### config.mk
export PLATFORM = sky130hd
export DESIGN_NAME = pwm_duty_capture_sequencer_flat
export DESIGN_NICKNAME = d
export VERILOG_FILES = /design/src/hw/rtl/pdcs_pkg.sv /design/src/hw/rtl/pdcs_if.sv /design/src/hw/rtl/pdcs_seq.sv /design/src/hw/rtl/pdcs_mdu.sv /design/src/hw/rtl/pwm_duty_capture_sequencer.sv /design/src/flat_wrapper.sv
export VERILOG_INCLUDE_DIRS = /design/src /design/src/hw/rtl
export SDC_FILE = /design/constraint.sdc
export NUM_CORES = 1
export LEC_CHECK = 0
export BUFFER_PORTS_ARGS = -buffer_cell sky130_fd_sc_hd__buf_2
export CAP_MARGIN = 25
export CORE_ASPECT_RATIO = 0.6
export CORE_MARGIN = 2
export CORE_UTILIZATION = 58
export CTS_CLUSTER_SIZE = 30
export DETAILED_ROUTE_END_ITERATION = 8
export PLACE_DENSITY = 0.84
export SLEW_MARGIN = 15
export SYNTH_ARGS = -nofsm -noshare
export SYNTH_HDL_FRONTEND = slang
export SYNTH_SLANG_ARGS = --single-unit
### constraint.sdc
create_clock -name clk -period 8.1 [get_ports clk]
set_input_delay 0.405 -clock clk [delete_from_list [all_inputs] [get_ports clk]]
set_output_delay 0.405 -clock clk [all_outputs]
set_load 0.05 [all_outputs]
### src/hw/rtl/assert_macros.svh
// Assertion macros shared by the duty capture RTL.
// Expects clk and rst_n in the scope where a macro is used.
`ifndef ASSERT_MACROS_SVH
`define ASSERT_MACROS_SVH

// Clocked property, disabled while reset is held.
`define PDCS_ASSERT(lbl, prop, msg) \
  lbl: assert property (@(posedge clk) disable iff (!rst_n) prop) else $error(msg);

// Condition that must never be seen at a clock edge out of reset.
`define PDCS_NEVER(lbl, expr, msg) \
  `PDCS_ASSERT(lbl, !(expr), msg)

`endif

### src/hw/rtl/pdcs_pkg.sv
// Shared types and constants for the PWM duty capture sequencer.
// No dependencies; imported by every module and interface of the block.
package pdcs_pkg;

  localparam int FIELD_W   = 16;
  localparam int PPC_W     = 15;
  localparam int MODE_W    = 2;
  localparam int CFG_IDX_W = 2;
  localparam int MUL_STEPS = FIELD_W;
  localparam int STEP_W    = $clog2(MUL_STEPS);

  localparam logic [MODE_W-1:0] MODE_TICK    = 2'd0;
  localparam logic [MODE_W-1:0] MODE_CAPTURE = 2'd1;
  localparam logic [MODE_W-1:0] MODE_QUERY   = 2'd2;

  localparam logic [CFG_IDX_W-1:0] CFG_PPC   = 2'd0;
  localparam logic [CFG_IDX_W-1:0] CFG_RECAL = 2'd1;
  localparam logic [CFG_IDX_W-1:0] CFG_THR   = 2'd2;
  localparam logic [CFG_IDX_W-1:0] CFG_FS    = 2'd3;

  localparam logic [PPC_W-1:0]   PPC_RST   = 15'd10;
  localparam logic [FIELD_W-1:0] RECAL_RST = 16'd100;
  localparam logic [FIELD_W-1:0] THR_RST   = 16'd2;
  localparam logic [FIELD_W-1:0] FS_RST    = 16'd1000;

  typedef struct packed {
    logic              go;
    logic [MODE_W-1:0] mode;
  } pdcs_cmd_t;

  typedef struct packed {
    logic falling;
    logic rearm;
  } pdcs_seq_stat_t;

  typedef struct packed {
    logic busy;
    logic done;
  } pdcs_mdu_stat_t;

endpackage

### src/hw/rtl/pdcs_if.sv
// Valid/ready channel interfaces: input item, result item, register write.
// Depends on pdcs_pkg for field widths.
interface pdcs_in_if import pdcs_pkg::*; ();
  logic               valid;
  logic               ready;
  logic [MODE_W-1:0]  mode;
  logic [FIELD_W-1:0] slave_stamp;
  logic [FIELD_W-1:0] master_stamp;

  modport source (output valid, mode, slave_stamp, master_stamp, input ready);
  modport sink   (input valid, mode, slave_stamp, master_stamp, output ready);
endinterface

interface pdcs_out_if import pdcs_pkg::*; ();
  logic               valid;
  logic               ready;
  logic [FIELD_W-1:0] duty;
  logic               full_or_empty;
  logic               edge_falling;
  logic               rearm;

  modport source (output valid, duty, full_or_empty, edge_falling, rearm, input ready);
  modport sink   (input valid, duty, full_or_empty, edge_falling, rearm, output ready);
endinterface

interface pdcs_cfg_if import pdcs_pkg::*; ();
  logic                 valid;
  logic                 ready;
  logic [CFG_IDX_W-1:0] index;
  logic [FIELD_W-1:0]   data;

  modport source (output valid, index, data, input ready);
  modport sink   (input valid, index, data, output ready);
endinterface

### src/hw/rtl/pdcs_seq.sv
// Phase sequencer: sequence counter, edge selection, period/duration capture.
// Depends on pdcs_pkg and assert_macros.svh.
`include "assert_macros.svh"

module pdcs_seq import pdcs_pkg::*; #(
  parameter int SW = 16
) (
  input  logic               clk,
  input  logic               rst_n,
  input  pdcs_cmd_t          cmd,
  input  logic [SW-1:0]      slave_i,
  input  logic [SW-1:0]      master_i,
  input  logic [PPC_W-1:0]   ppc_i,
  input  logic [FIELD_W-1:0] recal_i,
  output pdcs_seq_stat_t     stat,
  output logic [SW-1:0]      period_o,
  output logic [SW-1:0]      duration_o
);

  logic [FIELD_W-1:0] cnt_r, cnt_nxt;
  logic               falling_r, falling_nxt;
  logic [SW-1:0]      per_r, per_nxt;
  logic [SW-1:0]      dur_r, dur_nxt;
  logic [SW-1:0]      diff;
  logic               rearm;
  logic               at_zero, at_ppc;

  always_comb begin
    cnt_nxt     = cnt_r;
    falling_nxt = falling_r;
    per_nxt     = per_r;
    dur_nxt     = dur_r;
    rearm       = 1'b0;
    diff        = master_i - slave_i;
    at_zero     = (cnt_r == '0);
    at_ppc      = (cnt_r == FIELD_W'(ppc_i));
    if (cmd.go) begin
      unique case (cmd.mode)
        MODE_TICK: begin
          if (at_zero) begin
            falling_nxt = 1'b0;
            rearm       = 1'b1;
            cnt_nxt     = cnt_r + 16'd1;
          end else if (at_ppc) begin
            falling_nxt = 1'b1;
            rearm       = 1'b1;
            cnt_nxt     = cnt_r + 16'd1;
          end
        end
        MODE_CAPTURE: begin
          // at zero or at the phase boundary the channel is about to be re-armed
          if (!at_zero && !at_ppc) begin
            if (cnt_r < FIELD_W'(ppc_i)) begin
              per_nxt = diff;
              cnt_nxt = cnt_r + 16'd1;
            end else begin
              dur_nxt = diff;
              cnt_nxt = (cnt_r > recal_i) ? '0 : cnt_r + 16'd1;
            end
          end
        end
        default: ;
      endcase
    end
  end

  always_ff @(posedge clk) begin
    if (!rst_n) begin
      cnt_r     <= '0;
      falling_r <= 1'b0;
      per_r     <= '0;
      dur_r     <= '0;
    end else begin
      cnt_r     <= cnt_nxt;
      falling_r <= falling_nxt;
      per_r     <= per_nxt;
      dur_r     <= dur_nxt;
    end
  end

  assign stat.falling = falling_r;
  assign stat.rearm   = rearm;
  assign period_o     = per_r;
  assign duration_o   = dur_r;

  `PDCS_ASSERT(a_fall_rearm, $rose(falling_r) |-> $past(rearm), "falling edge armed without rearm")
  `PDCS_ASSERT(a_cnt_idle, !$past(cmd.go) |-> $stable(cnt_r), "sequence count moved without a command")

endmodule

### src/hw/rtl/pdcs_mdu.sv
// Bit-serial multiply then restoring divide: q = sat16(a * b / d).
// Depends on pdcs_pkg and assert_macros.svh.
`include "assert_macros.svh"

module pdcs_mdu import pdcs_pkg::*; #(
  parameter int SW = 16
) (
  input  logic               clk,
  input  logic               rst_n,
  input  logic               start,
  input  logic [SW-1:0]      mcand_i,
  input  logic [FIELD_W-1:0] mplier_i,
  input  logic [SW-1:0]      divisor_i,
  output pdcs_mdu_stat_t     stat,
  output logic [FIELD_W-1:0] quot_o
);

  localparam logic [1:0] M_IDLE = 2'd0;
  localparam logic [1:0] M_MUL  = 2'd1;
  localparam logic [1:0] M_CHK  = 2'd2;
  localparam logic [1:0] M_DIV  = 2'd3;

  logic [1:0]         state_r, state_nxt;
  logic [STEP_W-1:0]  cnt_r, cnt_nxt;
  logic [SW-1:0]      hi_r, hi_nxt;
  logic [FIELD_W-1:0] lo_r, lo_nxt;
  logic [SW-1:0]      mc_r, mc_nxt;
  logic [SW-1:0]      d_r, d_nxt;
  logic               done_r, done_nxt;
  logic [SW:0]        sum;
  logic [SW:0]        trial;
  logic [SW:0]        rem;
  logic               ge;

  always_comb begin
    state_nxt = state_r;
    cnt_nxt   = cnt_r;
    hi_nxt    = hi_r;
    lo_nxt    = lo_r;
    mc_nxt    = mc_r;
    d_nxt     = d_r;
    done_nxt  = 1'b0;
    sum       = {1'b0, hi_r} + (lo_r[0] ? {1'b0, mc_r} : '0);
    trial     = {hi_r, lo_r[FIELD_W-1]};
    rem       = trial - {1'b0, d_r};
    ge        = (trial >= {1'b0, d_r});
    unique case (state_r)
      M_IDLE: begin
        if (start) begin
          hi_nxt    = '0;
          lo_nxt    = mplier_i;
          mc_nxt    = mcand_i;
          d_nxt     = divisor_i;
          cnt_nxt   = '0;
          state_nxt = M_MUL;
        end
      end
      M_MUL: begin
        // product shifts right through {hi, lo}, one multiplier bit a cycle
        hi_nxt  = sum[SW:1];
        lo_nxt  = {sum[0], lo_r[FIELD_W-1:1]};
        cnt_nxt = cnt_r + 1'b1;
        if (cnt_r == STEP_W'(MUL_STEPS - 1)) state_nxt = M_CHK;
      end
      M_CHK: begin
        // high half >= divisor means the quotient needs more than 16 bits
        if (hi_r >= d_r) begin
          lo_nxt    = '1;
          done_nxt  = 1'b1;
          state_nxt = M_IDLE;
        end else begin
          cnt_nxt   = '0;
          state_nxt = M_DIV;
        end
      end
      M_DIV: begin
        hi_nxt  = ge ? rem[SW-1:0] : trial[SW-1:0];
        lo_nxt  = {lo_r[FIELD_W-2:0], ge};
        cnt_nxt = cnt_r + 1'b1;
        if (cnt_r == STEP_W'(MUL_STEPS - 1)) begin
          done_nxt  = 1'b1;
          state_nxt = M_IDLE;
        end
      end
      default: state_nxt = M_IDLE;
    endcase
  end

  always_ff @(posedge clk) begin
    if (!rst_n) begin
      state_r <= M_IDLE;
      cnt_r   <= '0;
      done_r  <= 1'b0;
    end else begin
      state_r <= state_nxt;
      cnt_r   <= cnt_nxt;
      done_r  <= done_nxt;
    end
    hi_r <= hi_nxt;
    lo_r <= lo_nxt;
    mc_r <= mc_nxt;
    d_r  <= d_nxt;
  end

  assign stat.busy = (state_r != M_IDLE);
  assign stat.done = done_r;
  assign quot_o    = lo_r;

  `PDCS_ASSERT(a_rem_below, (state_r == M_DIV) |-> (hi_r < d_r), "partial remainder reached divisor")
  `PDCS_ASSERT(a_done_idle, done_r |-> (state_r == M_IDLE), "done raised while still busy")

endmodule

### src/hw/rtl/pwm_duty_capture_sequencer.sv
// Top level of the PWM duty capture sequencer; depends on pdcs_pkg, pdcs_if,
// pdcs_seq, pdcs_mdu and assert_macros.svh.
// Channels: in_ch takes one beat per tick, capture, query or unused item; out_ch
// returns exactly one beat per item (duty, full/empty flag, edge select,
// rearm); cfg_ch writes a register by index and is always ready.
// One item is in flight at a time. A tick, capture, query without
// recomputation, or unused mode passes through the EXEC and DONE states
// before its result is registered for out_ch.
// A query that recomputes the duty also passes through CALC, where the
// divider runs a bit-serial multiply, a range check and a restoring
// divide; a saturating quotient skips the divide.
// in_ready rises in the same cycle as the result's out_valid, so a new
// beat is taken while that result waits on out_ready.
// When the receiver stalls, the next item finishes and then holds until
// the output register frees. Reset (synchronous, active low) clears all
// measurement state and restores register defaults; no clearing pass.
`include "assert_macros.svh"

module pwm_duty_capture_sequencer import pdcs_pkg::*; #(
  parameter int STAMP_BITS = 16
) (
  input  logic        clk,
  input  logic        rst_n,
  pdcs_in_if.sink     in_ch,
  pdcs_out_if.source  out_ch,
  pdcs_cfg_if.sink    cfg_ch
);

  localparam int SW = (STAMP_BITS < FIELD_W) ? STAMP_BITS : FIELD_W;

  localparam logic [1:0] ST_IDLE = 2'd0;
  localparam logic [1:0] ST_EXEC = 2'd1;
  localparam logic [1:0] ST_CALC = 2'd2;
  localparam logic [1:0] ST_DONE = 2'd3;

  function automatic logic [SW-1:0] gap(input logic [SW-1:0] a, input logic [SW-1:0] b);
    return (a >= b) ? (a - b) : (b - a);
  endfunction

  logic [1:0]         state_r, state_nxt;
  logic [PPC_W-1:0]   ppc_r;
  logic [FIELD_W-1:0] recal_r, thr_r, fs_r;
  logic [MODE_W-1:0]  mode_r;
  logic [SW-1:0]      slave_r, master_r;
  logic [SW-1:0]      used_per_r, used_per_nxt;
  logic [SW-1:0]      used_dur_r, used_dur_nxt;
  logic [SW-1:0]      last_master_r, last_master_nxt;
  logic [FIELD_W-1:0] duty_r, duty_nxt;
  logic               full_r, full_nxt;
  logic               rearm_r, rearm_nxt;
  logic               out_valid_r, out_valid_nxt;
  logic [FIELD_W-1:0] out_duty_r;
  logic               out_full_r, out_fall_r, out_rearm_r;
  logic               in_fire, out_fire, cfg_fire, load_out;
  logic               recompute, mdu_start;
  pdcs_cmd_t          seq_cmd;
  pdcs_seq_stat_t     seq_stat;
  pdcs_mdu_stat_t     mdu_stat;
  logic [SW-1:0]      period, duration;
  logic [FIELD_W-1:0] quot;

  assign in_ch.ready  = (state_r == ST_IDLE);
  assign cfg_ch.ready = 1'b1;
  assign in_fire      = in_ch.valid & in_ch.ready;
  assign out_fire     = out_valid_r & out_ch.ready;
  assign cfg_fire     = cfg_ch.valid & cfg_ch.ready;
  assign load_out     = (state_r == ST_DONE) && (!out_valid_r || out_ch.ready);

  assign seq_cmd.go   = (state_r == ST_EXEC);
  assign seq_cmd.mode = mode_r;

  pdcs_seq #(.SW(SW)) u_seq (
    .clk        (clk),
    .rst_n      (rst_n),
    .cmd        (seq_cmd),
    .slave_i    (slave_r),
    .master_i   (master_r),
    .ppc_i      (ppc_r),
    .recal_i    (recal_r),
    .stat       (seq_stat),
    .period_o   (period),
    .duration_o (duration)
  );

  pdcs_mdu #(.SW(SW)) u_mdu (
    .clk       (clk),
    .rst_n     (rst_n),
    .start     (mdu_start),
    .mcand_i   (duration),
    .mplier_i  (fs_r),
    .divisor_i (period),
    .stat      (mdu_stat),
    .quot_o    (quot)
  );

  always_comb begin
    state_nxt       = state_r;
    used_per_nxt    = used_per_r;
    used_dur_nxt    = used_dur_r;
    last_master_nxt = last_master_r;
    duty_nxt        = duty_r;
    full_nxt        = full_r;
    rearm_nxt       = rearm_r;
    mdu_start       = 1'b0;
    recompute       = (FIELD_W'(gap(period, used_per_r)) >= thr_r) ||
                      (FIELD_W'(gap(duration, used_dur_r)) >= thr_r);
    unique case (state_r)
      ST_IDLE: begin
        if (in_fire) state_nxt = ST_EXEC;
      end
      ST_EXEC: begin
        rearm_nxt = seq_stat.rearm;
        full_nxt  = 1'b0;
        state_nxt = ST_DONE;
        if (mode_r == MODE_QUERY) begin
          full_nxt        = (master_r == last_master_r);
          last_master_nxt = master_r;
          if (recompute) begin
            used_per_nxt = period;
            used_dur_nxt = duration;
            // a zero period keeps the last duty
            if (period != '0) begin
              mdu_start = 1'b1;
              state_nxt = ST_CALC;
            end
          end
        end
      end
      ST_CALC: begin
        if (mdu_stat.done) begin
          duty_nxt  = quot;
          state_nxt = ST_DONE;
        end
      end
      ST_DONE: begin
        if (load_out) state_nxt = ST_IDLE;
      end
      default: state_nxt = ST_IDLE;
    endcase
  end

  always_comb begin
    out_valid_nxt = out_valid_r;
    if (out_fire) out_valid_nxt = 1'b0;
    if (load_out) out_valid_nxt = 1'b1;
  end

  always_ff @(posedge clk) begin
    if (!rst_n) begin
      state_r       <= ST_IDLE;
      ppc_r         <= PPC_RST;
      recal_r       <= RECAL_RST;
      thr_r         <= THR_RST;
      fs_r          <= FS_RST;
      used_per_r    <= '0;
      used_dur_r    <= '0;
      last_master_r <= '0;
      duty_r        <= '0;
      out_valid_r   <= 1'b0;
    end else begin
      state_r       <= state_nxt;
      used_per_r    <= used_per_nxt;
      used_dur_r    <= used_dur_nxt;
      last_master_r <= last_master_nxt;
      duty_r        <= duty_nxt;
      out_valid_r   <= out_valid_nxt;
      if (cfg_fire) begin
        unique case (cfg_ch.index)
          CFG_PPC:   ppc_r   <= cfg_ch.data[PPC_W-1:0];
          CFG_RECAL: recal_r <= cfg_ch.data;
          CFG_THR:   thr_r   <= cfg_ch.data;
          CFG_FS:    fs_r    <= cfg_ch.data;
          default: ;
        endcase
      end
    end
  end

  always_ff @(posedge clk) begin
    full_r  <= full_nxt;
    rearm_r <= rearm_nxt;
    if (in_fire) begin
      mode_r   <= in_ch.mode;
      slave_r  <= in_ch.slave_stamp[SW-1:0];
      master_r <= in_ch.master_stamp[SW-1:0];
    end
    if (load_out) begin
      out_duty_r  <= duty_r;
      out_full_r  <= full_r;
      out_fall_r  <= seq_stat.falling;
      out_rearm_r <= rearm_r;
    end
  end

  assign out_ch.valid         = out_valid_r;
  assign out_ch.duty          = out_duty_r;
  assign out_ch.full_or_empty = out_full_r;
  assign out_ch.edge_falling  = out_fall_r;
  assign out_ch.rearm         = out_rearm_r;

  `PDCS_ASSERT(a_one_item, in_fire |=> !in_ch.ready, "second beat taken while an item is open")
  `PDCS_NEVER(a_mdu_scope, mdu_stat.busy && (state_r != ST_CALC), "divider running outside calc")
  `PDCS_ASSERT(a_done_calc, mdu_stat.done |-> (state_r == ST_CALC), "divider result with no owner")

endmodule

### src/flat_wrapper.sv
// flat-port wrapper written by rule: the top's interface ports become plain ports
module pwm_duty_capture_sequencer_flat import pdcs_pkg::*;
#(
  parameter int STAMP_BITS = 16
)
  (clk, rst_n, in_ch_valid, in_ch_mode, in_ch_slave_stamp, in_ch_master_stamp, in_ch_ready, out_ch_valid, out_ch_duty, out_ch_full_or_empty, out_ch_edge_falling, out_ch_rearm, out_ch_ready, cfg_ch_valid, cfg_ch_index, cfg_ch_data, cfg_ch_ready);
  pdcs_in_if in_ch_i ();
  pdcs_out_if out_ch_i ();
  pdcs_cfg_if cfg_ch_i ();
  input  logic clk;
  input  logic rst_n;
  input wire logic [$bits(in_ch_i.valid)-1:0] in_ch_valid;
  input wire logic [$bits(in_ch_i.mode)-1:0] in_ch_mode;
  input wire logic [$bits(in_ch_i.slave_stamp)-1:0] in_ch_slave_stamp;
  input wire logic [$bits(in_ch_i.master_stamp)-1:0] in_ch_master_stamp;
  output wire logic [$bits(in_ch_i.ready)-1:0] in_ch_ready;
  output wire logic [$bits(out_ch_i.valid)-1:0] out_ch_valid;
  output wire logic [$bits(out_ch_i.duty)-1:0] out_ch_duty;
  output wire logic [$bits(out_ch_i.full_or_empty)-1:0] out_ch_full_or_empty;
  output wire logic [$bits(out_ch_i.edge_falling)-1:0] out_ch_edge_falling;
  output wire logic [$bits(out_ch_i.rearm)-1:0] out_ch_rearm;
  input wire logic [$bits(out_ch_i.ready)-1:0] out_ch_ready;
  input wire logic [$bits(cfg_ch_i.valid)-1:0] cfg_ch_valid;
  input wire logic [$bits(cfg_ch_i.index)-1:0] cfg_ch_index;
  input wire logic [$bits(cfg_ch_i.data)-1:0] cfg_ch_data;
  output wire logic [$bits(cfg_ch_i.ready)-1:0] cfg_ch_ready;
  assign in_ch_i.valid = in_ch_valid;
  assign in_ch_i.mode = in_ch_mode;
  assign in_ch_i.slave_stamp = in_ch_slave_stamp;
  assign in_ch_i.master_stamp = in_ch_master_stamp;
  assign in_ch_ready = in_ch_i.ready;
  assign out_ch_valid = out_ch_i.valid;
  assign out_ch_duty = out_ch_i.duty;
  assign out_ch_full_or_empty = out_ch_i.full_or_empty;
  assign out_ch_edge_falling = out_ch_i.edge_falling;
  assign out_ch_rearm = out_ch_i.rearm;
  assign out_ch_i.ready = out_ch_ready;
  assign cfg_ch_i.valid = cfg_ch_valid;
  assign cfg_ch_i.index = cfg_ch_index;
  assign cfg_ch_i.data = cfg_ch_data;
  assign cfg_ch_ready = cfg_ch_i.ready;
  pwm_duty_capture_sequencer #(.STAMP_BITS(STAMP_BITS)) u_core (.clk(clk), .rst_n(rst_n), .in_ch(in_ch_i), .out_ch(out_ch_i), .cfg_ch(cfg_ch_i));
endmodule
## After elaboration in Yosys (flattened, before gate mapping)

Index checks and enable logic that the tools add are counted.

- Register bits: 305
- Output and inout bits: 22
- Logic and storage cells: 152
- Input port bits: 57

- Multiplexer cells: 43
- Add/sub/neg operators: 9
- Equality and inequality tests: 24
- Reductions and logical operators: 35
- Bitwise logic cells: 3
- Magnitude comparators: 8

Operators with widths:

| operator | count |
|---|---|
| 2-to-1 mux 16 bit | 12 |
| subtractor 16 bit | 6 |
| >= comparator 16 bit | 5 |
| one-hot mux 16 bit (4 select lines) | 1 |
| one-hot mux 16 bit (3 select lines) | 1 |
| one-hot mux 16 bit (2 select lines) | 1 |
| AND reduction 2 bit | 10 |
| 2-to-1 mux 2 bit | 9 |
| adder 16 x 16 -> 17 bit | 1 |
| >= comparator 17 x 16 -> 1 bit | 1 |
| adder 16 x 1 -> 16 bit (second input constant) | 1 |
| == test 16 x 15 -> 1 bit | 1 |
| == test 16 bit | 1 |
| greater-than comparator 16 bit | 1 |
| logical NOT 16 bit | 1 |
| < comparator 16 x 15 -> 1 bit | 1 |
| one-hot mux 2 bit (4 select lines) | 2 |
| nonzero test 16 bit | 1 |
| == test 2 bit (second input constant) | 7 |
| != test 2 bit (second input constant) | 7 |
| 2-to-1 mux 1 bit | 13 |
| one-hot mux 4 bit (3 select lines) | 1 |
| AND reduction 3 bit | 4 |
| AND reduction 4 bit | 3 |
| other kinds (16) | 31 |

## Depth between registers and ports, before layout

Gate-level depths: netlist of the first run.

- Depth after elaboration: 9
- Depth in mapped cells: 25

## Cells and area by module

A second synthesis of the first run with hierarchy kept.

- Cells, all modules: 2137
- Area total of the unflattened synthesis: 19119.6 µm²

By module, submodules not included:

| module | area each (µm²) | instances | cells an instance | seq. area each (µm²) |
|---|---|---|---|---|
| pwm_duty_capture_sequencer | 10581.4 | 1 | 1196 | 4254.1 |
| pdcs_mdu | 4919.7 | 1 | 475 | 2062.0 |
| pdcs_seq | 3618.5 | 1 | 466 | 980.9 |

## Worst setup path before layout of the first run

OpenSTA, ideal clock, no wires.

- Kind: flip-flop to flip-flop
- From: register u_core.u_seq.dur_r[0] (netlist: u_core.u_seq.duration_o[0])
- To: register u_core.u_mdu.d_r[0] (enable)
- Arrival: 5928 ps
- Cell stages (with the launch flop): 22
- Clock period less this slack: 6389 ps
- Setup slack: 1711 ps
- Cells stage by stage: dfxtp_1 > inv_1 > ha_1 > inv_1 > fa_1 > a211oi_2 > nor2_1 > o41a_1 > o21a_2 > nor2_2 > buf_6 > mux2_4 > a211oi_2 > nor4b_2 > a311oi_2 > ha_1 > a21oi_1 > nor2b_1 > o21ai_0 > o2111ai_1 > a221oi_2 > nor3_1

- Longest elaborated chain between the ends: 8
- Elaborated cells between the ends (all ways): 10
- Classes of those cells: add/sub: 2; order compare: 2; mux: 4; reduce/logical: 2

Ends and longest elaborated chain:

| what | line | RTL |
|---|---|---|
| from (decl) | pdcs_seq.sv:23 | `logic [SW-1:0] dur_r, dur_nxt;` |
| from (signal assigned) | pdcs_seq.sv:77 | `dur_r <= dur_nxt;` |
| subtractor 16 bit / >= comparator 16 bit (equally long branches) | pwm_duty_capture_sequencer.sv:37 | `return (a >= b) ? (a - b) : (b - a);` |
| 2-to-1 mux 16 bit * | pwm_duty_capture_sequencer.sv:37 |  |
| >= comparator 16 bit * | pwm_duty_capture_sequencer.sv:106 | `(FIELD_W'(gap(duration, used_dur_r)) >= thr_r);` |
| logical OR 1 bit * | pwm_duty_capture_sequencer.sv:105 | `recompute = (FIELD_W'(gap(period, used_per_r)) >= thr_r) \|\|` |
| 2-to-1 mux 1 bit * | pwm_duty_capture_sequencer.sv:118 | `if (recompute) begin` |
| 2-to-1 mux 1 bit * | pwm_duty_capture_sequencer.sv:115 | `if (mode_r == MODE_QUERY) begin` |
| 2-to-1 mux 1 bit * | pwm_duty_capture_sequencer.sv:107 | `unique case (state_r)` |
| AND reduction 2 bit (no line) * | -- |  |
| to (signal assigned) | pdcs_mdu.sv:102 | `d_r <= d_nxt;` |
| to (decl) | pdcs_mdu.sv:28 | `logic [SW-1:0] d_r, d_nxt;` |

Mark *: on every way between the ends. The rest lies on a longest branch, timed or not.
A chain may end at the register's enable or synchronous reset.

## Worst setup path after layout of the first run

- From: register u_core.u_seq.dur_r[0] (netlist: u_core.u_seq.duration_o[0])
- To: register u_core.used_per_r[8]

- Longest elaborated chain between the ends: 5
- Elaborated cells between the ends (all ways): 7
- Classes of those cells: add/sub: 2; order compare: 2; mux: 1; reduce/logical: 2

Ends and longest elaborated chain:

| what | line | RTL |
|---|---|---|
| subtractor 16 bit / >= comparator 16 bit (equally long branches) | pwm_duty_capture_sequencer.sv:37 |  |
| 2-to-1 mux 16 bit * | pwm_duty_capture_sequencer.sv:37 |  |
| >= comparator 16 bit * | pwm_duty_capture_sequencer.sv:106 |  |
| logical OR 1 bit * | pwm_duty_capture_sequencer.sv:105 |  |
| AND reduction 3 bit (no line) * | -- |  |
| to (signal assigned) | pwm_duty_capture_sequencer.sv:162 | `used_per_r <= used_per_nxt;` |
| to (decl) | pwm_duty_capture_sequencer.sv:45 | `logic [SW-1:0] used_per_r, used_per_nxt;` |

Marks and branches as above.

==> flow_metrics.env, run 1 <==
export IMPL_outcome="finished, final reports clean"
export IMPL_drtIter0Drc=1888
export IMPL_synthCells=2043
export IMPL_crit_family="compound AO/OA/AOI/OAI gates"
export IMPL_synth_area_top_cells="dfxtp_1 (20%), edfxtp_1 (19%), ha_1 (13%)"
export IMPL_synth_edf_count=119
export IMPL_path_buf_inv=3
export IMPL_required_ns=8.50
export IMPL_min_period_ns=5.80
export IMPL_syn_nets=2302
export IMPL_antenna_left=0
export IMPL_slew_violations=0
export IMPL_skew_ns=0.0213
export IMPL_crit_slowest_cell="a221oi_2"
export IMPL_synth_simple_area_share_pct=14.8
export IMPL_syn_to_final_growth_pct=9.02
export IMPL_clock_latency_ns=0.57
export IMPL_drt_wirelength_per_cell_um=20.3
export IMPL_maxSlewHeadroom_pct=28.7
export IMPL_dr_total_vias=15400
export IMPL_start_kind="flop"
export IMPL_grt_pass1_vias=14400
export IMPL_clk_path_buf_depth=3
export IMPL_yosys_area_share_adder_pct=14.0
export IMPL_p_per_area_nw_per_um2=199
export IMPL_numClockSinks=305
export IMPL_p_clk_share_pct=33.8
export IMPL_ir_drop_mv=0.190
export IMPL_layout_nets=2343
export IMPL_cts_buffers=28
export IMPL_synth_seq_cells=305
export IMPL_port_buffers=77
export IMPL_drc_errors=0
export IMPL_tightest_slew_ns=1.07
export IMPL_maxCapViolations=0
export IMPL_cts_htree_levels=1
export IMPL_synthXorXnorAreaFrac_pct=4.60
export IMPL_syn_area_sq_um=18500
export IMPL_synthFlopType="dfxtp_1"
export IMPL_grt_pass1_wl_mm=78.4
export IMPL_fin_setup_tns_ns=0
export IMPL_crit_chain="inv_1, ha_1, inv_1, fa_1, a211oi_2, nor2_1, o41a_1, o21a_2, nor2_2, mux2_1, or3_1, o221ai_2, a311oi_2, ha_1, a21oi_1, nor2b_1, o21ai_0, o2111ai_1, a221oi_2, nor2_4, buf_4, mux2i_1, nor2_1"
export IMPL_fp_dieH_um=142
export IMPL_wl_mm=51.2
export IMPL_rows=50
export IMPL_drt_vias_per_instance=6.12
export IMPL_power_frac_seq_pct=44.2
export IMPL_synth_top_family_by_area="compound AO/OA/AOI/OAI gates"
export IMPL_dr_pass1_iters=5
export IMPL_synth_area_leader_cell="dfxtp_1"
export IMPL_rsz0062_at_grt="false"
export IMPL_hold_viol=0
export IMPL_end_kind="flop"
export IMPL_final_layout_size_suffix_gt1_share_pct=7.83
export IMPL_p_leak_nw=8.35
export IMPL_worst_endpoint_arrival_ns=6.21
export IMPL_top_level_ports=79
export IMPL_synth_compound_area_share_pct=16.1
export IMPL_syn_avg_cell_area_sq_um=9.05
export IMPL_post_cts_resized=0
export IMPL_max_freq_ghz=0.172
export IMPL_switching_share_pct=31.0
export IMPL_place_area_sq_um=19200
export IMPL_synth_commonest_cells="nand2_1 (244), a21oi_1 (208), ha_1 (195)"
export IMPL_muxShareOfSynthArea_pct=5.53
export IMPL_async_flop_share_pct=0
export IMPL_cts_setup_buffers=0
export IMPL_start_util_pct=59.1
export IMPL_antenna_found_initial=1
export IMPL_grt_use_total_pct=30.3
export IMPL_grt_max_degree=83
export IMPL_ys_types=82
export IMPL_pwr_share_comb_pct=22.0
export IMPL_cts_root_buf="clkbuf_16"
export IMPL_hold_ws_ns=0.0184
export IMPL_period_share_pct=71.6
export IMPL_hpwl_mm=38.4
export IMPL_netSwitchingPower_w=0.00124
export IMPL_synth_top_area_share_pct=20.1
export IMPL_gp_congestion=0.965
export IMPL_setup_violations_final=0
export IMPL_path_clk_slew_ns=0.07
export IMPL_design_core_area_sq_um=31300
export IMPL_ys_warn_count=0
export IMPL_die_area_sq_um=33400
export IMPL_gr_total_overflow=0
export IMPL_cpPeakStageDelay_ns=0.62
export IMPL_min_path_type="in -> reg"
export IMPL_diodes=0
export IMPL_seq_area_frac_synth_pct=39.5
export IMPL_critPathMaxFanout=32
export IMPL_synth_most_common_cell="nand2_1"
export IMPL_cellInternalPower_w=0.00276
export IMPL_hold_buffers=0
export IMPL_die_w_um=234
export IMPL_path_class="reg -> reg"
export IMPL_final_area_sq_um=20100
export IMPL_cts_tree="done"
metal layers:
metal	routed length (um)	global-route usage [%]	up-vias	share of wire, %
li1	-	-	7232	-
met1	23000	45.0	7345	45
met2	21100	43.9	766	41
met3	5950	7.59	91	12
met4	1110	7.22	0	2.2
met5	0	0	-	0
power by group through the flow:
stage          Clock [W]  Combinational (W)  Sequential [W]
6_report         0.00135           0.000879         0.00177
2_1_floorplan          0           0.000562         0.00181
3_3_place_gp           0           0.000821         0.00180
3_5_place_dp           0           0.000850         0.00180
4_1_cts          0.00136           0.000858         0.00177
5_1_grt          0.00142           0.000950         0.00177
cell usage in the layout, fill, tap and decap left out, types with 7 or more instances in the layout:
cell / n
nand2_1: 244
a21oi_1: 208
ha_1: 195
dfxtp_1: 185
inv_1: 176
nor2_1: 159
edfxtp_1: 119
mux2i_1: 89
buf_2: 77
a21o_1: 61
xnor2_1: 51
o21ai_0: 48
xor2_1: 46
nand3_1: 40
clkbuf_16: 30
and2_1: 23
o21ai_1: 21
nor2b_1: 19
nand4_1: 19
o21a_1: 19
nor3_1: 19
o211ai_1: 17
and3_1: 15
a31oi_1: 14
a211oi_1: 14
nor4_1: 14
nand2b_1: 12
buf_4: 11
mux2_1: 8
clkbuf_1: 8
o31ai_1: 7
or3_1: 7
fa_1: 7
layout make-up:
| class | instances | area, sq um |
|---|---|---|
| sequential | 305 | 7300 |
| clock buffer | 40 | 808 |
| timing repair buffer | 93 | 542 |
| inverter | 179 | 674 |
| clock inverter | 12 | 115 |
| fill | 2481 | 11100 |
| multi-input combinational | 1477 | 10200 |
| tap | 416 | 520 |
kinds of logic (layout without fill, tap and decap cells):
kind of cell	Yosys count	after routing
compound gates	474	474
xor+xnor	97	97
fa+ha+maj	202	202
buf+inv	261	324
flops	305	305
mux	100	100
other cells	1	1
simple gates	603	603
path summary, 6_finish.rpt:
kind                               from                           to  slack [ns]  cells past startpoint
max          u_core.u_seq.duration_o[0]         u_core.used_per_r[8]        2.30                     23
max reg2reg  u_core.u_seq.duration_o[0]         u_core.used_per_r[8]        2.30                     23
min                in_ch_slave_stamp[5]            u_core.slave_r[5]        0.02                      1
min reg2reg               u_core.full_r  u_core.out_ch.full_or_empty        0.42                      0
through the flow:
stage,worst slack [ns],instances,utilization (%),total power (W)
after floorplan,1.71,2043,-,0.00237
after global placement,2.55,2464,61.2,0.00262
after detailed placement,2.47,2465,61.3,0.00265
after CTS,2.41,2517,64.2,0.00398
after global routing,1.93,2522,64.4,0.00414
final,2.30,2522,64.4,0.00400
(Power assumes the default switching activity.)
==> run 2, diff against run 1 <==
--- a/config.mk
+++ b/config.mk
@@ -6,14 +6,15 @@
 export SDC_FILE = /design/constraint.sdc
 export NUM_CORES = 1
 export LEC_CHECK = 0
+export ABC_AREA = 1
 export BUFFER_PORTS_ARGS = -buffer_cell sky130_fd_sc_hd__buf_2
 export CAP_MARGIN = 25
 export CORE_ASPECT_RATIO = 0.6
 export CORE_MARGIN = 2
-export CORE_UTILIZATION = 58
+export CORE_UTILIZATION = 57
 export CTS_CLUSTER_SIZE = 30
 export DETAILED_ROUTE_END_ITERATION = 8
-export PLACE_DENSITY = 0.84
+export PLACE_DENSITY = 0.85
 export SLEW_MARGIN = 15
 export SYNTH_ARGS = -nofsm -noshare
 export SYNTH_HDL_FRONTEND = slang
==> constraint.sdc (replaced) <==
create_clock -name clk -period 4.7 [get_ports clk]
set_input_delay 0.235 -clock clk [delete_from_list [all_inputs] [get_ports clk]]
set_output_delay 0.235 -clock clk [all_outputs]
set_load 0.05 [all_outputs]
==> run 2 against run 1 <==
  * Hold slack better by 0.015 ns
  * Critical endpoint is now u_core.u_mdu.hi_r[13]
  * Fmax grew 34%
  * Non-clock buffer count grew 44
  * Worst setup slack lost 1.9 ns
  * Via count rose by 16%
  * Clock skew fell by 0.0092 ns
  * Die area grew 6.3%
  * Sequential cell count unchanged
  * First-iteration DRC count rose by 1.8%
  * Area after synthesis increased by 4.6%
  * Register-to-register slack got worse by 1.9 ns
==> flow_metrics.env, run 2 <==
export IMPL_cts_tree="done"
export IMPL_synth_edf_count=119
export IMPL_layout_commonest_cell="nand2_1"
export IMPL_rsz0062_at_grt="false"
export IMPL_clk_path_buf_depth=3
export IMPL_syn_area_sq_um=19300
export IMPL_start_util_pct=57.6
export IMPL_synthCells=2529
export IMPL_end_kind="flop"
export IMPL_final_layout_size_suffix_gt1_share_pct=6.57
export IMPL_clock_latency_ns=0.57
export IMPL_period_share_pct=92.1
export IMPL_wl_mm=56.7
export IMPL_path_clk_slew_ns=0.07
export IMPL_synth_seq_cells=305
export IMPL_async_flop_share_pct=0
export IMPL_outcome="finished, final reports clean"
export IMPL_antenna_left=0
export IMPL_cts_root_buf="clkbuf_16"
export IMPL_grt_max_degree=88
export IMPL_syn_nets=2788
export IMPL_max_freq_ghz=0.231
export IMPL_maxSlewHeadroom_pct=44.8
export IMPL_required_ns=4.95
export IMPL_grt_pass1_wl_mm=87.3
export IMPL_synth_commonest_cells="nand2_1 (499), inv_1 (369), a21oi_1 (283)"
export IMPL_ys_types=53
export IMPL_layout_common_cells="nand2_1 (499), inv_1 (368), a21oi_1 (282), o21ai_0 (242), nor2_1 (200)"
export IMPL_synthFlopType="dfxtp_1"
export IMPL_fp_dieH_um=147
export IMPL_num_fill_cells=2795
export IMPL_drt_wirelength_per_cell_um=18.2
export IMPL_grt_use_total_pct=31.0
export IMPL_critPathMaxFanout=16
export IMPL_die_area_sq_um=35500
export IMPL_cts_setup_buffers=0
export IMPL_path_class="reg -> reg"
export IMPL_drt_vias_per_instance=5.76
export IMPL_gp_congestion=1.00
export IMPL_syn_avg_cell_area_sq_um=7.65
export IMPL_fin_setup_tns_ns=0
export IMPL_grt_pass1_vias=16400
export IMPL_ys_warn_count=0
export IMPL_dr_total_vias=17900
export IMPL_min_path_type="in -> reg"
export IMPL_cts_htree_levels=1
export IMPL_drtIter0Drc=1922
export IMPL_synth_area_leader_cell="dfxtp_1"
export IMPL_numClockSinks=305
export IMPL_drc_errors=0
export IMPL_min_period_ns=4.33
export IMPL_layout_nets=2885
export IMPL_dr_pass1_iters=6
export IMPL_seq_area_frac_synth_pct=37.7
export IMPL_start_kind="flop"
export IMPL_port_buffers=77
export IMPL_synth_area_top_cells="dfxtp_1 (19%), edfxtp_1 (18%), ha_1 (13%)"
export IMPL_cts_buffers=29
export IMPL_top_level_ports=79
export IMPL_synth_most_common_cell="nand2_1"
export IMPL_rows=52
export IMPL_hpwl_mm=43.3
export IMPL_syn_to_final_growth_pct=11.2
export IMPL_slew_violations=0
export IMPL_skew_ns=0.0121
export IMPL_tightest_slew_ns=0.826
export IMPL_die_w_um=242
export IMPL_worst_endpoint_arrival_ns=4.58
export IMPL_design_core_area_sq_um=33600
export IMPL_regToRegSetupSlack_ns=0.37
export IMPL_antenna_found_initial=3
export IMPL_synth_top_area_share_pct=19.3
export IMPL_setup_violations_final=0
export IMPL_hold_viol=0
export IMPL_maxCapViolations=0
export IMPL_gr_total_overflow=0
[run 2: cell types whose count changed after synthesis, moves of 32 or more]
| cell | change |
|---|---|
| a21oi_1 | +75 |
| a21o_1 | -47 |
| nand3_1 | +53 |
| xnor2_1 | -32 |
| inv_1 | +192 |
| mux2i_1 | -89 |
| o21ai_0 | +195 |
| nand2_1 | +255 |
| nor2_1 | +40 |
[run 2: routing by layer]
metal	global-route usage (%)	routed length [um]	up-vias
li1	-	-	8548
met1	45.9	25600	8312
met2	45.1	23100	959
met3	8.60	7110	85
met4	6.17	872	0
met5	0	0	-
[run 2: final cells by class]
type,instances,area (sq um),area share (%)
Clock inverter,12,80.1,0.373
Clock buffer,42,856,3.98
Timing Repair Buffer,137,973,4.53
Multi-Input combinational cell,1778,10300,47.9
Inverter,375,1410,6.58
Tap cell,459,574,2.67
Sequential cell,305,7300,34.0
Antenna cell,2,5.00,0.0233
[run 2: final timing paths]
path,end,startpoint,cells after the start
worst max-delay path,u_core.u_mdu.hi_r[13],u_core.u_seq.period_o[2],21
worst min-delay path,u_core.recal_r[12],cfg_ch_data[12],3
worst max register to register,u_core.u_mdu.hi_r[13],u_core.u_seq.period_o[2],21
worst min register to register,u_core.out_ch.duty[15],u_core.duty_r[15],0
[run 2: critical path, stage by stage (launching register included)]
cell     delay (ns)
dfxtp_1        0.39
inv_1          0.08
ha_1           0.48
nand2_1        0.14
nor2_1         0.20
nor2_1         0.13
o21ai_1        0.42
nand2_1        0.17
a21oi_1        0.19
a21oi_1        0.08
ha_1           0.32
nand2_1        0.09
nor2_1         0.17
a21oi_1        0.09
nand3_1        0.12
nand2_1        0.07
nand3_1        0.18
nand3_1        0.10
nand2_1        0.16
inv_1          0.08
nor2_1         0.09
buf_4          0.26
[run 2: cells by family (layout without fill, tap and decap cells)]
family | count (synthesis) | count (layout) | synth area share, %
AOI/OAI and AO/OA | 617 | 617 | 17.2
xor gates and xnor gates | 80 | 80 | 3.62
adders and majority gates | 202 | 202 | 13.3
buffers and inverters | 446 | 566 | 9.12
DFF | 305 | 305 | 37.7
other | 1 | 3 | 0.0194
and+or+nand+nor | 878 | 878 | 19.0
[run 2: through the flow]
stage / std cells / setup WS [ns] / cell area, sq um / hold WS, ns / util, %
floorplan: 2529 / 0.707 / 19300 / 0.334 / -
global placement: 3012 / 0.488 / 20100 / 0.405 / 59.9
detailed placement: 3013 / 0.403 / 20100 / 0.411 / 59.9
CTS: 3108 / 0.311 / 21500 / 0.0133 / 63.9
global route: 3108 / 0.00126 / 21500 / 0.0379 / 64.0
finish: 3110 / 0.369 / 21500 / 0.0330 / 64.0
[run 2: timing repair]
| action | in CTS | in global routing |
|---|---|---|
| gates resized for setup | 0 | 7 |
| hold buffers | 41 | 0 |
| hold endpoints to repair | 43 | 0 |
| endpoints found under the setup margin | 0 | 84 |
Power of run 2 is left out: the tool's default activity adds up to more than one toggle a clock period on the data nets, which glitch-free logic cannot reach.
==> run 3, diff against run 2 <==
--- a/config.mk
+++ b/config.mk
@@ -9,7 +9,7 @@
 export ABC_AREA = 1
 export BUFFER_PORTS_ARGS = -buffer_cell sky130_fd_sc_hd__buf_2
 export CAP_MARGIN = 25
-export CORE_ASPECT_RATIO = 0.6
+export CORE_ASPECT_RATIO = 1.75
 export CORE_MARGIN = 2
 export CORE_UTILIZATION = 57
 export CTS_CLUSTER_SIZE = 30
==> run 3 against run 2 <==
  * Design area hardly changed
  * Sequential cell count stayed put
  * Critical path depth is 3 higher
  * Fmax is 3.1% lower
  * Non-clock buffer count is 4 higher
  * Final cell count is 0.13% lower
  * Hold slack worse by 0.010 ns
  * Register-to-register slack worse by 0.14 ns
  * Die area hardly changed
  * Wire length is 2.3% higher
  * Clock skew is 0.0094 ns higher
==> flow_metrics.env, run 3 (synthesis results as in run 2) <==
export IMPL_outcome="finished, final reports clean"
export IMPL_use_met2_pct=62.1
export IMPL_start_util_pct=57.5
export IMPL_slew_violations=0
export IMPL_min_path_type="in -> reg"
export IMPL_end_kind="flop"
export IMPL_cts_tree="done"
export IMPL_antenna_left=0
export IMPL_maxCapViolations=0
export IMPL_clk_path_buf_depth=3
export IMPL_worst_endpoint_arrival_ns=4.75
export IMPL_grt_pass1_vias=17900
export IMPL_cts_root_buf="clkbuf_16"
export IMPL_cts_setup_buffers=0
export IMPL_tightest_slew_ns=0.903
export IMPL_syn_to_final_growth_pct=11.1
export IMPL_drt_vias_per_instance=5.74
export IMPL_gr_total_overflow=0
export IMPL_crit_slowest_cell="fa_1"
export IMPL_cts_buffers=28
export IMPL_grt_max_degree=101
export IMPL_num_fill_cells=2924
export IMPL_die_area_sq_um=35500
export IMPL_hpwl_mm=44.1
export IMPL_grt_met1_usage_pct=32.9
export IMPL_drt_wirelength_per_cell_um=18.7
export IMPL_period_share_pct=95.1
export IMPL_layout_commonest_cell="nand2_1"
export IMPL_top_level_ports=79
export IMPL_diodes=0
export IMPL_final_layout_size_suffix_gt1_share_pct=6.34
export IMPL_required_ns=4.98
export IMPL_design_core_area_sq_um=33600
export IMPL_cts_htree_levels=1
export IMPL_dr_pass1_iters=5
export IMPL_crit_chain="inv_1, ha_1, inv_1, fa_1, a21oi_2, o21bai_2, nand2_1, nand3_4, inv_4, nand2_1, nand2_1, inv_1, ha_1, nand2_1, nor2_1, a21oi_1, nand3_1, nand2_1, nand3_1, nand3_1, nand2_1, inv_1, nor2_1, buf_12"
export IMPL_maxSlewHeadroom_pct=39.8
export IMPL_rows=89
export IMPL_cpPeakStageDelay_ns=0.49
export IMPL_hold_viol=0
export IMPL_dr_total_vias=17800
export IMPL_fp_dieH_um=248
export IMPL_max_freq_ghz=0.224
export IMPL_antenna_found_initial=0
export IMPL_critPathMaxFanout=16
export IMPL_numClockSinks=305
export IMPL_layout_nets=2888
export IMPL_grt_pass1_wl_mm=90.6
export IMPL_port_buffers=77
export IMPL_drtIter0Drc=1079
export IMPL_die_w_um=143
export IMPL_path_class="reg -> reg"
export IMPL_min_period_ns=4.47
export IMPL_start_kind="flop"
export IMPL_rsz0062_at_grt="false"
export IMPL_drc_errors=0
export IMPL_path_clk_slew_ns=0.07
export IMPL_fin_setup_tns_ns=0
export IMPL_crit_family="simple AND/OR/NAND/NOR gates"
export IMPL_grt_util_met3_pct=3.63
export IMPL_crit_top_cell="nand2_1"
export IMPL_skew_ns=0.0216
export IMPL_clock_latency_ns=0.59
export IMPL_grt_most_used_layer="met2"
export IMPL_grt_use_total_pct=32.7
export IMPL_setup_violations_final=0
export IMPL_wl_mm=58.0
export IMPL_gp_congestion=1.03
export IMPL_layout_common_cells="nand2_1 (499), inv_1 (368), a21oi_1 (282), o21ai_0 (243), nor2_1 (200)"
export IMPL_path_buf_inv=6
## run 3: cell types whose count changed in the layout (fill, tap and decap cells not counted), moves of 2 or more
cell           delta
clkbuf_8          -5
dlygate4sd3_1     +3
clkbuf_1          +2
diode_2           -2
## run 3: layout make-up
type	instances	area (sq um)	area share (%)
clock buffer	38	769	3.58
clock inverter	14	124	0.577
timing repair buffer	141	1020	4.73
inverter	375	1410	6.58
sequential	305	7300	34.0
multi-input combinational	1778	10300	47.9
tap	455	569	2.65
## run 3: path summary, 6_finish.rpt
path / cells past startpoint / slack [ns] / start / endpoint
worst max-delay path: 24 / 0.23 / u_core.u_seq.period_o[0] / u_core.u_mdu.hi_r[9]
worst min-delay path: 3 / 0.02 / cfg_ch_data[15] / u_core.fs_r[15]
worst min register to register: 0 / 0.43 / u_core.duty_r[10] / u_core.out_ch.duty[10]
worst max register to register: 24 / 0.23 / u_core.u_seq.period_o[0] / u_core.u_mdu.hi_r[9]
## run 3: timing repair
action	4_1_cts	5_1_grt
resized for setup	0	4
hold buffers	44	0
endpoints found under the setup margin	0	32
hold endpoints to repair	48	0
## run 3: through the flow
step                utilization [%]  setup slack (ns)  hold slack [ns]  std cells  cell area [sq um]
CTS                            63.8             0.172          0.00190       3106              21500
global placement               59.9             0.285            0.407       3010              20100
global route                   63.9            0.0298           0.0120       3106              21500
finish                         63.9             0.231           0.0226       3106              21500
detailed placement             59.9             0.227            0.413       3010              20100
floorplan                         -             0.707            0.334       2529              19300
## run 3: metal layers
metal	part of all wire, %	up-vias
met5	0	-
met4	7.6	0
met3	4.7	251
met2	53	649
met1	35	8372
li1	-	8570
## run 3: worst reg2reg max path: stages, from the launching register on
cell	delay (ns)
dfxtp_1	0.36
inv_1	0.08
ha_1	0.23
inv_1	0.09
fa_1	0.49
a21oi_2	0.30
o21bai_2	0.12
nand2_1	0.11
nand3_4	0.21
inv_4	0.21
nand2_1	0.07
nand2_1	0.13
inv_1	0.07
ha_1	0.31
nand2_1	0.09
nor2_1	0.19
a21oi_1	0.10
nand3_1	0.08
nand2_1	0.05
nand3_1	0.18
nand3_1	0.11
nand2_1	0.15
inv_1	0.08
nor2_1	0.18
buf_12	0.18
Power of run 3 is left out for the same reason.
